`src/hdl/ils_pkg.sv`:
```
// ils_pkg: shared types, constants and helper functions for the
// intersection light sequencer; no dependencies
package ils_pkg;

    localparam int MAX_WAYS  = 4;
    localparam int WAY_W     = $clog2(MAX_WAYS);
    localparam int LEN_W     = 10;
    localparam int COUNT_W   = 3;
    localparam int COLOR_W   = 2;
    localparam int IDX_W     = 3;
    localparam int IN_DATA_W = 8;
    localparam int OUT_DATA_W = 24;

    typedef logic [COLOR_W-1:0] color_t;
    typedef logic [LEN_W-1:0]   len_t;
    typedef logic [WAY_W-1:0]   way_t;
    typedef logic [COUNT_W-1:0] count_t;

    localparam color_t COL_GREEN  = 2'd0;
    localparam color_t COL_YELLOW = 2'd1;
    localparam color_t COL_RED    = 2'd2;

    // register indexes of the configuration port
    localparam logic [IDX_W-1:0] REG_WAY_COUNT = 3'd0;
    localparam logic [IDX_W-1:0] REG_GREEN_0   = 3'd1;
    localparam logic [IDX_W-1:0] REG_GREEN_1   = 3'd2;
    localparam logic [IDX_W-1:0] REG_GREEN_2   = 3'd3;
    localparam logic [IDX_W-1:0] REG_GREEN_3   = 3'd4;
    localparam logic [IDX_W-1:0] REG_YELLOW    = 3'd5;

    localparam count_t RST_WAY_COUNT = 3'd2;
    localparam len_t   RST_GREEN_LEN = 10'd60;
    localparam len_t   RST_YELLOW_LEN = 10'd10;

    typedef struct packed {
        count_t               way_count;
        logic [3:0][LEN_W-1:0] green_len;
        len_t                 yellow_len;
    } cfg_t;

    typedef struct packed {
        color_t [3:0] light;
        way_t         active_way;
        logic         changed;
        len_t         ticks_left;
    } result_t;

    // green -> yellow -> red -> green
    function automatic color_t next_color(color_t c);
        color_t n;
        if (c == COL_GREEN) begin
            n = COL_YELLOW;
        end else if (c == COL_YELLOW) begin
            n = COL_RED;
        end else begin
            n = COL_GREEN;
        end
        return n;
    endfunction

    // phase length to counter reload, zero acts as one
    function automatic len_t reload(len_t len);
        len_t r;
        r = (len == '0) ? '0 : len - len_t'(1);
        return r;
    endfunction

    // clamp the way count into 2..MAX_WAYS
    function automatic count_t eff_count(count_t c);
        count_t r;
        if (c < count_t'(2)) begin
            r = count_t'(2);
        end else if (c > count_t'(MAX_WAYS)) begin
            r = count_t'(MAX_WAYS);
        end else begin
            r = c;
        end
        return r;
    endfunction

endpackage

```
`src/hdl/intersection_light_sequencer.sv`:
```
// intersection_light_sequencer: top level, round robin traffic light sequencer for up to
// four approaches; depends on ils_pkg, ils_cfg_regs, ils_phase_ctrl and ils_out_reg
// result: the result word of an accepted tick word is registered and shown in the next cycle
// throughput: one word per cycle; input is ready whenever the result register is empty
//   or is being drained in the same cycle
// reset: async, active low; all lights red, approach 0 active, countdown zero, registers
//   back to way count 2, green 60, yellow 10; the first advancing tick greens approach 0
module intersection_light_sequencer
    import ils_pkg::*;
(
    input  logic                  clk,
    input  logic                  rst_n,
    // tick stream
    input  logic                  s_axis_tvalid,
    output logic                  s_axis_tready,
    input  logic [IN_DATA_W-1:0]  s_axis_tdata,   // [0] advance, rest zero
    // result stream
    output logic                  m_axis_tvalid,
    input  logic                  m_axis_tready,
    // [1:0] light_0, [3:2] light_1, [5:4] light_2, [7:6] light_3,
    // [9:8] active_way, [10] changed, [20:11] ticks_left, rest zero
    output logic [OUT_DATA_W-1:0] m_axis_tdata,
    // configuration write port
    input  logic                  cfg_we,
    input  logic [IDX_W-1:0]      cfg_index,
    input  logic [LEN_W-1:0]      cfg_data
);

    cfg_t    cfg;
    result_t result;
    logic    accept;

    // a new tick may enter while the previous result is being taken
    assign s_axis_tready = !m_axis_tvalid || m_axis_tready;
    assign accept        = s_axis_tvalid && s_axis_tready;

    // register file for way count and phase lengths
    ils_cfg_regs u_cfg_regs (
        .clk       (clk),
        .rst_n     (rst_n),
        .cfg_we    (cfg_we),
        .cfg_index (cfg_index),
        .cfg_data  (cfg_data),
        .cfg       (cfg)
    );

    // light state and countdown, updated on every accepted word
    ils_phase_ctrl u_phase_ctrl (
        .clk     (clk),
        .rst_n   (rst_n),
        .cfg     (cfg),
        .accept  (accept),
        .advance (s_axis_tdata[0]),
        .result  (result)
    );

    // result word holding register
    ils_out_reg u_out_reg (
        .clk           (clk),
        .rst_n         (rst_n),
        .load          (accept),
        .result        (result),
        .m_axis_tvalid (m_axis_tvalid),
        .m_axis_tready (m_axis_tready),
        .m_axis_tdata  (m_axis_tdata)
    );

endmodule

```
`src/hdl/ils_cfg_regs.sv`:
```
// ils_cfg_regs: configuration register file written through the cfg port
// depends on ils_pkg
module ils_cfg_regs
    import ils_pkg::*;
(
    input  logic             clk,
    input  logic             rst_n,
    input  logic             cfg_we,
    input  logic [IDX_W-1:0] cfg_index,
    input  logic [LEN_W-1:0] cfg_data,
    output cfg_t             cfg
);

    cfg_t cfg_reg;

    always_ff @(posedge clk or negedge rst_n)
    begin
        if (!rst_n)
        begin
            cfg_reg.way_count  <= RST_WAY_COUNT;
            cfg_reg.green_len  <= {4{RST_GREEN_LEN}};
            cfg_reg.yellow_len <= RST_YELLOW_LEN;
        end
        else if (cfg_we)
        begin
            unique case (cfg_index)
                REG_WAY_COUNT: cfg_reg.way_count    <= cfg_data[COUNT_W-1:0];
                REG_GREEN_0:   cfg_reg.green_len[0] <= cfg_data;
                REG_GREEN_1:   cfg_reg.green_len[1] <= cfg_data;
                REG_GREEN_2:   cfg_reg.green_len[2] <= cfg_data;
                REG_GREEN_3:   cfg_reg.green_len[3] <= cfg_data;
                REG_YELLOW:    cfg_reg.yellow_len   <= cfg_data;
                default:       ;  // unmapped index, ignored
            endcase
        end
    end

    assign cfg = cfg_reg;

endmodule

```
`src/hdl/ils_phase_ctrl.sv`:
```
// ils_phase_ctrl: light colors, active approach and countdown, stepped one
// tick per accepted word with the advance bit set; depends on ils_pkg
module ils_phase_ctrl
    import ils_pkg::*;
(
    input  logic    clk,
    input  logic    rst_n,
    input  cfg_t    cfg,
    input  logic    accept,
    input  logic    advance,
    output result_t result
);

    color_t [MAX_WAYS-1:0] colors_reg, colors_next;
    way_t                  way_reg, way_next;
    len_t                  cnt_reg, cnt_next;
    logic                  event_hit;
    count_t                count;
    color_t                cur_next;
    logic [COUNT_W-1:0]    succ;

    assign count = eff_count(cfg.way_count);

    always_comb
    begin
        colors_next = colors_reg;
        way_next    = way_reg;
        cnt_next    = cnt_reg;
        event_hit   = 1'b0;
        cur_next    = next_color(colors_reg[way_reg]);
        // successor approach, (way + 1) mod count with two folds
        succ = COUNT_W'(way_reg) + COUNT_W'(1);
        if (succ >= count)
        begin
            succ = succ - count;
        end
        if (succ >= count)
        begin
            succ = succ - count;
        end
        if (advance)
        begin
            if (cnt_reg == '0)
            begin
                event_hit = 1'b1;
                colors_next[way_reg] = cur_next;
                if (cur_next == COL_YELLOW)
                begin
                    cnt_next = reload(cfg.yellow_len);
                end
                else if (cur_next == COL_RED)
                begin
                    // hand over right of way, next approach goes green
                    way_next = succ[WAY_W-1:0];
                    colors_next[succ[WAY_W-1:0]] =
                        next_color(colors_reg[succ[WAY_W-1:0]]);
                    cnt_next = reload(cfg.green_len[succ[WAY_W-1:0]]);
                end
                else
                begin
                    cnt_next = reload(cfg.green_len[way_reg]);
                end
            end
            else
            begin
                cnt_next = cnt_reg - len_t'(1);
            end
        end
    end

    always_ff @(posedge clk or negedge rst_n)
    begin
        if (!rst_n)
        begin
            colors_reg <= {MAX_WAYS{COL_RED}};
            way_reg    <= '0;
            cnt_reg    <= '0;
        end
        else if (accept)
        begin
            colors_reg <= colors_next;
            way_reg    <= way_next;
            cnt_reg    <= cnt_next;
        end
    end

    // post-tick view; approaches beyond the count report red
    always_comb
    begin
        for (int i = 0; i < 4; i++)
        begin
            if (count_t'(i) < count)
            begin
                result.light[i] = colors_next[i];
            end
            else
            begin
                result.light[i] = COL_RED;
            end
        end
        result.active_way = way_next;
        result.changed    = event_hit;
        result.ticks_left = cnt_next;
    end

endmodule

```
`src/hdl/ils_out_reg.sv`:
```
// ils_out_reg: result register on the master-side stream
// depends on ils_pkg
module ils_out_reg
    import ils_pkg::*;
(
    input  logic                  clk,
    input  logic                  rst_n,
    input  logic                  load,
    input  result_t               result,
    output logic                  m_axis_tvalid,
    input  logic                  m_axis_tready,
    output logic [OUT_DATA_W-1:0] m_axis_tdata
);

    logic                  valid_reg;
    logic [OUT_DATA_W-1:0] data_reg;
    logic [OUT_DATA_W-1:0] data_next;

    assign data_next = {3'b000,
                        result.ticks_left,
                        result.changed,
                        result.active_way,
                        result.light[3],
                        result.light[2],
                        result.light[1],
                        result.light[0]};

    always_ff @(posedge clk or negedge rst_n)
    begin
        if (!rst_n)
        begin
            valid_reg <= 1'b0;
        end
        else if (load)
        begin
            valid_reg <= 1'b1;
        end
        else if (m_axis_tready)
        begin
            valid_reg <= 1'b0;
        end
    end

    always_ff @(posedge clk)
    begin
        if (load)
        begin
            data_reg <= data_next;
        end
    end

    assign m_axis_tvalid = valid_reg;
    assign m_axis_tdata  = data_reg;

endmodule
```
`config.mk`:
```
export PLATFORM = sky130hd
export DESIGN_NAME = intersection_light_sequencer
export DESIGN_NICKNAME = d
export VERILOG_FILES = /design/src/hdl/ils_pkg.sv /design/src/hdl/intersection_light_sequencer.sv /design/src/hdl/ils_cfg_regs.sv /design/src/hdl/ils_phase_ctrl.sv /design/src/hdl/ils_out_reg.sv
export SDC_FILE = /design/constraint.sdc
export NUM_CORES = 1
export LEC_CHECK = 0
export BUFFER_PORTS_ARGS = -buffer_cell sky130_fd_sc_hd__buf_2
export CORE_ASPECT_RATIO = 0.5
export CORE_UTILIZATION = 47
export DETAILED_ROUTE_END_ITERATION = 10
export GPL_TIMING_DRIVEN = 0
export PLACE_DENSITY = 0.71
export SETUP_SLACK_MARGIN = 0.1
export SLEW_MARGIN = 25
export SYNTH_ARGS = -nofsm -noshare
export SYNTH_HDL_FRONTEND = slang
export SYNTH_SLANG_ARGS = --single-unit
```
`constraint.sdc`:
```
create_clock -name clk -period 8.5 [get_ports clk]
set_input_delay 0 -clock clk [delete_from_list [all_inputs] [get_ports clk]]
set_output_delay 0 -clock clk [all_outputs]
set_load 0.05 [all_outputs]
```
; Word-level counts from Yosys, hierarchy flattened
; Index checks and enable logic that the tools add are counted.
[classes]
order_cmp = 12
n_mux = 44
n_reduce_logical = 19
n_eq_ne = 9
add_sub_neg = 7
[op_table]
columns = operator, n
row1 = $mux 10, 9
row2 = $bmux 10 s2, 2
row3 = $logic_not 10->1, 4
row4 = $sub 10x1->10 const B, 4
row5 = $mux 2, 17
row6 = $mux 8, 4
row7 = $bwmux 8, 2
row8 = $reduce_and 2->1, 6
row9 = $mux 3, 3
row10 = $bmux 2 s2, 2
row11 = $demux 2 s2, 2
row12 = $eq 2x1->1 const B, 3
row13 = $eq 3x2->1 const B, 2
row14 = $eq 3x3->1 const B, 2
row15 = $ge 3x3->1, 2
row16 = $lt 1x3->1 const A, 2
row17 = $lt 2x3->1 const A, 2
row18 = $lt 2x3->1 const B, 2
row19 = $ge 2x1->1 const B, 2
row20 = $logic_not 2->1, 2
row21 = $add 2x1->3 const B, 1
row22 = $eq 3x1->1 const B, 1
row23 = $gt 3x3->1 const B, 1
row24 = $logic_and 1x1->1, 3
row25 = other kinds (9), 11
[word_totals]
elab_cells = 110
in_bits = 26
output_inout_bits = 26
reg_bits = 95

; Longest topological paths before layout
[logic_depth]
word_depth = 21
ltp_mapped = 25
ltp_nobuf = 21

; Cells and area by module
; A second synthesis with hierarchy kept.
[hier_totals]
hier_cells = 554
area_unflattened_um2 = 6004.5
[by_module_without_submodules]
columns = module, cells_per_inst, instances, seq_area_each_um2, area_each_um2
row1 = ils_phase_ctrl, 407, 1, 505.5, 3246.9
row2 = ils_cfg_regs, 117, 1, 1350.0, 2042.0
row3 = ils_out_reg, 28, 1, 655.6, 693.2
row4 = intersection_light_sequencer, 2, 1, 0.0, 22.5

; Worst setup path before layout
; OpenSTA, ideal clock, no wires.
[synth_path]
path_type = register to register
from = register u_phase_ctrl.way_reg[0]
to = register u_out_reg.data_reg[12], in the netlist u_out_reg.m_axis_tdata[12] (data pin)
path_slack_ns = 2.669
period_less_slack_ns = 5.831
path_stages_with_launch = 25
setup_ns = 0.260
t_required_ns = 8.240
arrival_time_ns = 5.571
path_buffers = 5
cell_sequence = dfrtp_1 buf_6 clkbuf_1 inv_1 ha_1 ha_1 o21a_1 o21ai_1 and2_1 clkbuf_1 inv_2 ha_1 buf_2 nor2b_1 o21ai_1 clkbuf_1 o22ai_1 a221oi_1 ha_1 inv_1 a2111oi_2 and2_1 a211oi_1 a2bb2oi_1 mux2_2
[synth_lines]
columns = element, line_no
row1 = from (decl), ils_phase_ctrl.sv:15  ; way_t way_reg, way_next;
row2 = from (signal assigned), ils_phase_ctrl.sv:82  ; way_reg <= way_next;
row3 = to (signal assigned), ils_out_reg.sv:48  ; data_reg <= data_next;
row4 = to (decl), ils_out_reg.sv:16  ; logic [OUT_DATA_W-1:0] data_reg;

==> metrics.yaml <==
power_density_nw_per_um2: 295
layout.area.seq_um2: 2510
rr_worst_depth: 24
rows: 29
crit_path_end_kind: "flop"
synth_area_um2: 6360
use_met3_pct: 4.76
drv_cap: 0
ir_drop_v: 0.000167
vias: 5317
r2r-start: "u_phase_ctrl.way_reg[0]"
routed_via_density: 6.10
core_um2: 12900
antenna_found_initial: 0
clockRootBuffer: "clkbuf_16"
dr.pass1.iters: 8
initial_core_util_pct: 49.2
gp_congestion: 0.945
drc: 6
dieWidth_um: 166
grt_pass1_wl_um: 27100
r2r_end: "u_out_reg.m_axis_tdata[11]"
synth.area.top_cells: "dfrtp_1 20%, edfxtp_1 9.9%, mux2_2 9.6%"
busiest_layer: "met2"
ys_seq_area_share_pct: 39.5
timing.slew.headroom_pct: 35.0
crit_type: "reg -> reg"
critPathRequiredTime_ns: 8.57
multi_input_area_um2: 3640
whs_ns: 0.0733
arrival_ns: 7.83
synthArstFlopShare_pct: 77.9
outcome: "finished with violations"
synth_seq_cells: 95
largest_reg_flops: 53
nNetsFinal: 737
holdPathEnd: "u_cfg_regs.cfg[52]"
drt_iter0_markers: 403
max_freq_mhz: 129
use_met2_pct: 37.7
min_period_ns: 7.77
ant_nets: 0
die-height_um: 84.2
worstHoldStart: "cfg_index[2]"
die-area_um2: 14000
clock_skew_ns: 0.00978
grt_max_degree: 40
worstHoldPathCells: 3
drv_slew: 0
cts_buffers: 9
ioPinCount: 52
overflow: 0
num-fill-cells: 1152
hold_class: "in -> reg"
synth.distinct_cells: 71
drt_wl_total_um: 16800
rsz0062_at_grt: "no"
violations: "design-rule violations"
syn_to_final_growth_pct: 13.8
grt_pass1_vias: 4960
cts.path.max_buffers: 2
tns_ns: 0
yosys_warnings: 0
dp_hpwl_um: 12500
htree_num_levels: 3
cts_num_sinks: 95
yosysTopAreaCell: "dfrtp_1"
tightest_slew_ns: 0.974
post_cts_resized: 0
grt_usage_pct: 24.9
finalCritPeriodShare_pct: 91.4
cp-start-kind: "flop"
synth_edf_count: 21
use_met1_pct: 37.2
n_antenna_cell: 0
finalSetupViolCount: 0
clk_latency_ns: 0.35
p_leak_uw: 0.00288
hold_viol: 0
cts_tree: "yes"
io_buffers: 41
cts.clk_slew.worst_paths_ns: 0.07
synth_top_area_share_pct: 20.1
post_drt_wl_per_cell_um: 19.3
reg2reg_slack_ns: 0.73
worst-path-max-fanout: 10
syn_avg_cell_area_um2: 10.1
netlist_instances: 627
ys.flop_type: "dfrtp_1"
drive_above_1_share_pct: 25.1
## synthesized netlist by cell type, types with 7 or more instances
| cell type | number |
|---|---|
| nor2_1 | 56 |
| a22oi_1 | 7 |
| xor2_1 | 11 |
| mux4_2 | 15 |
| mux2_2 | 54 |
| dfrtp_1 | 51 |
| o21ai_1 | 11 |
| mux2i_1 | 35 |
| nor3_1 | 18 |
| edfxtp_1 | 21 |
| nand2b_1 | 8 |
| o211ai_1 | 12 |
| xnor2_1 | 14 |
| nand4_1 | 8 |
| ha_1 | 14 |
| nand2_1 | 66 |
| o21ai_0 | 13 |
| inv_1 | 22 |
| dfstp_2 | 23 |
| clkbuf_1 | 18 |
| a21oi_1 | 29 |
## cells by family after synthesis
| kind of cell | share of synthesized area, % |
|---|---|
| other | 0.0590 |
| XOR/XNOR | 3.70 |
| AO/OA/AOI/OAI | 14.4 |
| flip-flops | 39.5 |
| adder cells (fa/ha/maj) | 3.07 |
| buffers and inverters | 3.52 |
| multiplexers | 20.9 |
| AND/OR/NAND/NOR | 14.8 |
## final cells by class
cell class / count / share of cell area (%)
inverter: 25 / 1.30
multi-input combinational: 481 / 50.3
timing repair buffer: 56 / 5.05
buffer: 28 / 1.82
sequential: 95 / 34.7
clock inverter: 7 / 0.778
clock buffer: 9 / 3.11
tap: 170 / 2.94
## where the power goes
part	switching (uW)	internal (uW)	total, uW
Combinational	653	438	1090
Clock	191	203	394
Sequential	85.2	567	652
Total	930	1210	2140
## worst max path at each step
| stage | slack (ns) | cells after the start | start | to |
|---|---|---|---|---|
| finish | 0.73 | 24 | u_phase_ctrl.way_reg[0] | u_out_reg.m_axis_tdata[11] |
| global route | 0.17 | 24 | u_phase_ctrl.way_reg[0] | u_out_reg.m_axis_tdata[11] |
| CTS | 0.94 | 24 | u_phase_ctrl.way_reg[0] | u_out_reg.m_axis_tdata[11] |
| detailed placement | 0.97 | 24 | u_phase_ctrl.way_reg[0] | u_out_reg.m_axis_tdata[11] |
| global placement | 1.03 | 24 | u_phase_ctrl.way_reg[0] | u_out_reg.m_axis_tdata[11] |
| floorplan | 2.67 | 24 | u_phase_ctrl.way_reg[0] | u_out_reg.m_axis_tdata[12] |
## cell usage in the layout (no fill, tap or decap), types with 9 or more instances in the layout
cell type,instances
nand2_1,66
nor2_1,56
mux2_2,54
dfrtp_1,51
buf_2,45
mux2i_1,35
a21oi_1,29
dfstp_2,23
inv_1,22
edfxtp_1,21
clkbuf_1,17
nor3_1,17
mux4_2,15
xnor2_1,14
ha_1,14
o21ai_0,13
dlygate4sd3_1,13
o211ai_1,12
o21ai_1,11
xor2_1,11
clkbuf_16,9
## layer usage
metal  share of wire (%)  wire, um
met1                  49      8200
met2                  43      7220
met3                 7.0      1180
met4                 1.3       214
met5                   0         0
## stage by stage
step	worst slack (ns)	cell area (um2)	utilization [%]	cells	total power, uW
5_1_grt	0.171	7240	56.0	871	2250
3_3_place_gp	1.03	6780	52.5	840	1700
2_1_floorplan	2.67	6370	-	629	1450
3_5_place_dp	0.974	6820	52.8	842	1710
6_report	0.733	7240	56.0	871	2140
4_1_cts	0.940	7230	56.0	871	2110
## worst max-delay path, cell delays in order (launching register included)
cell and delay [ns]:
dfrtp_1 0.46, buf_6 0.18, clkbuf_1 0.56, inv_1 0.14, ha_1 0.42, ha_1 0.33
o21a_1 0.19, o21ai_1 0.20, and2_1 0.16, clkbuf_1 0.28, inv_2 0.10, ha_1 0.28
buf_2 0.25, nor2b_1 0.10, o21ai_1 0.48, clkbuf_1 0.40, o22ai_1 0.16, a221oi_1 0.81
ha_1 0.29, inv_1 0.09, a2111oi_2 0.54, and2_1 0.26, a21oi_1 0.20, a21oi_1 0.41
o221ai_1 0.19
## what timing repair did
action,4_1_cts,5_1_grt
hold buffers,13,0
endpoints found under the setup margin,0,0
hold endpoints to repair,79,0
buffers inserted,0,0
Power figures use the tool's default switching activity.
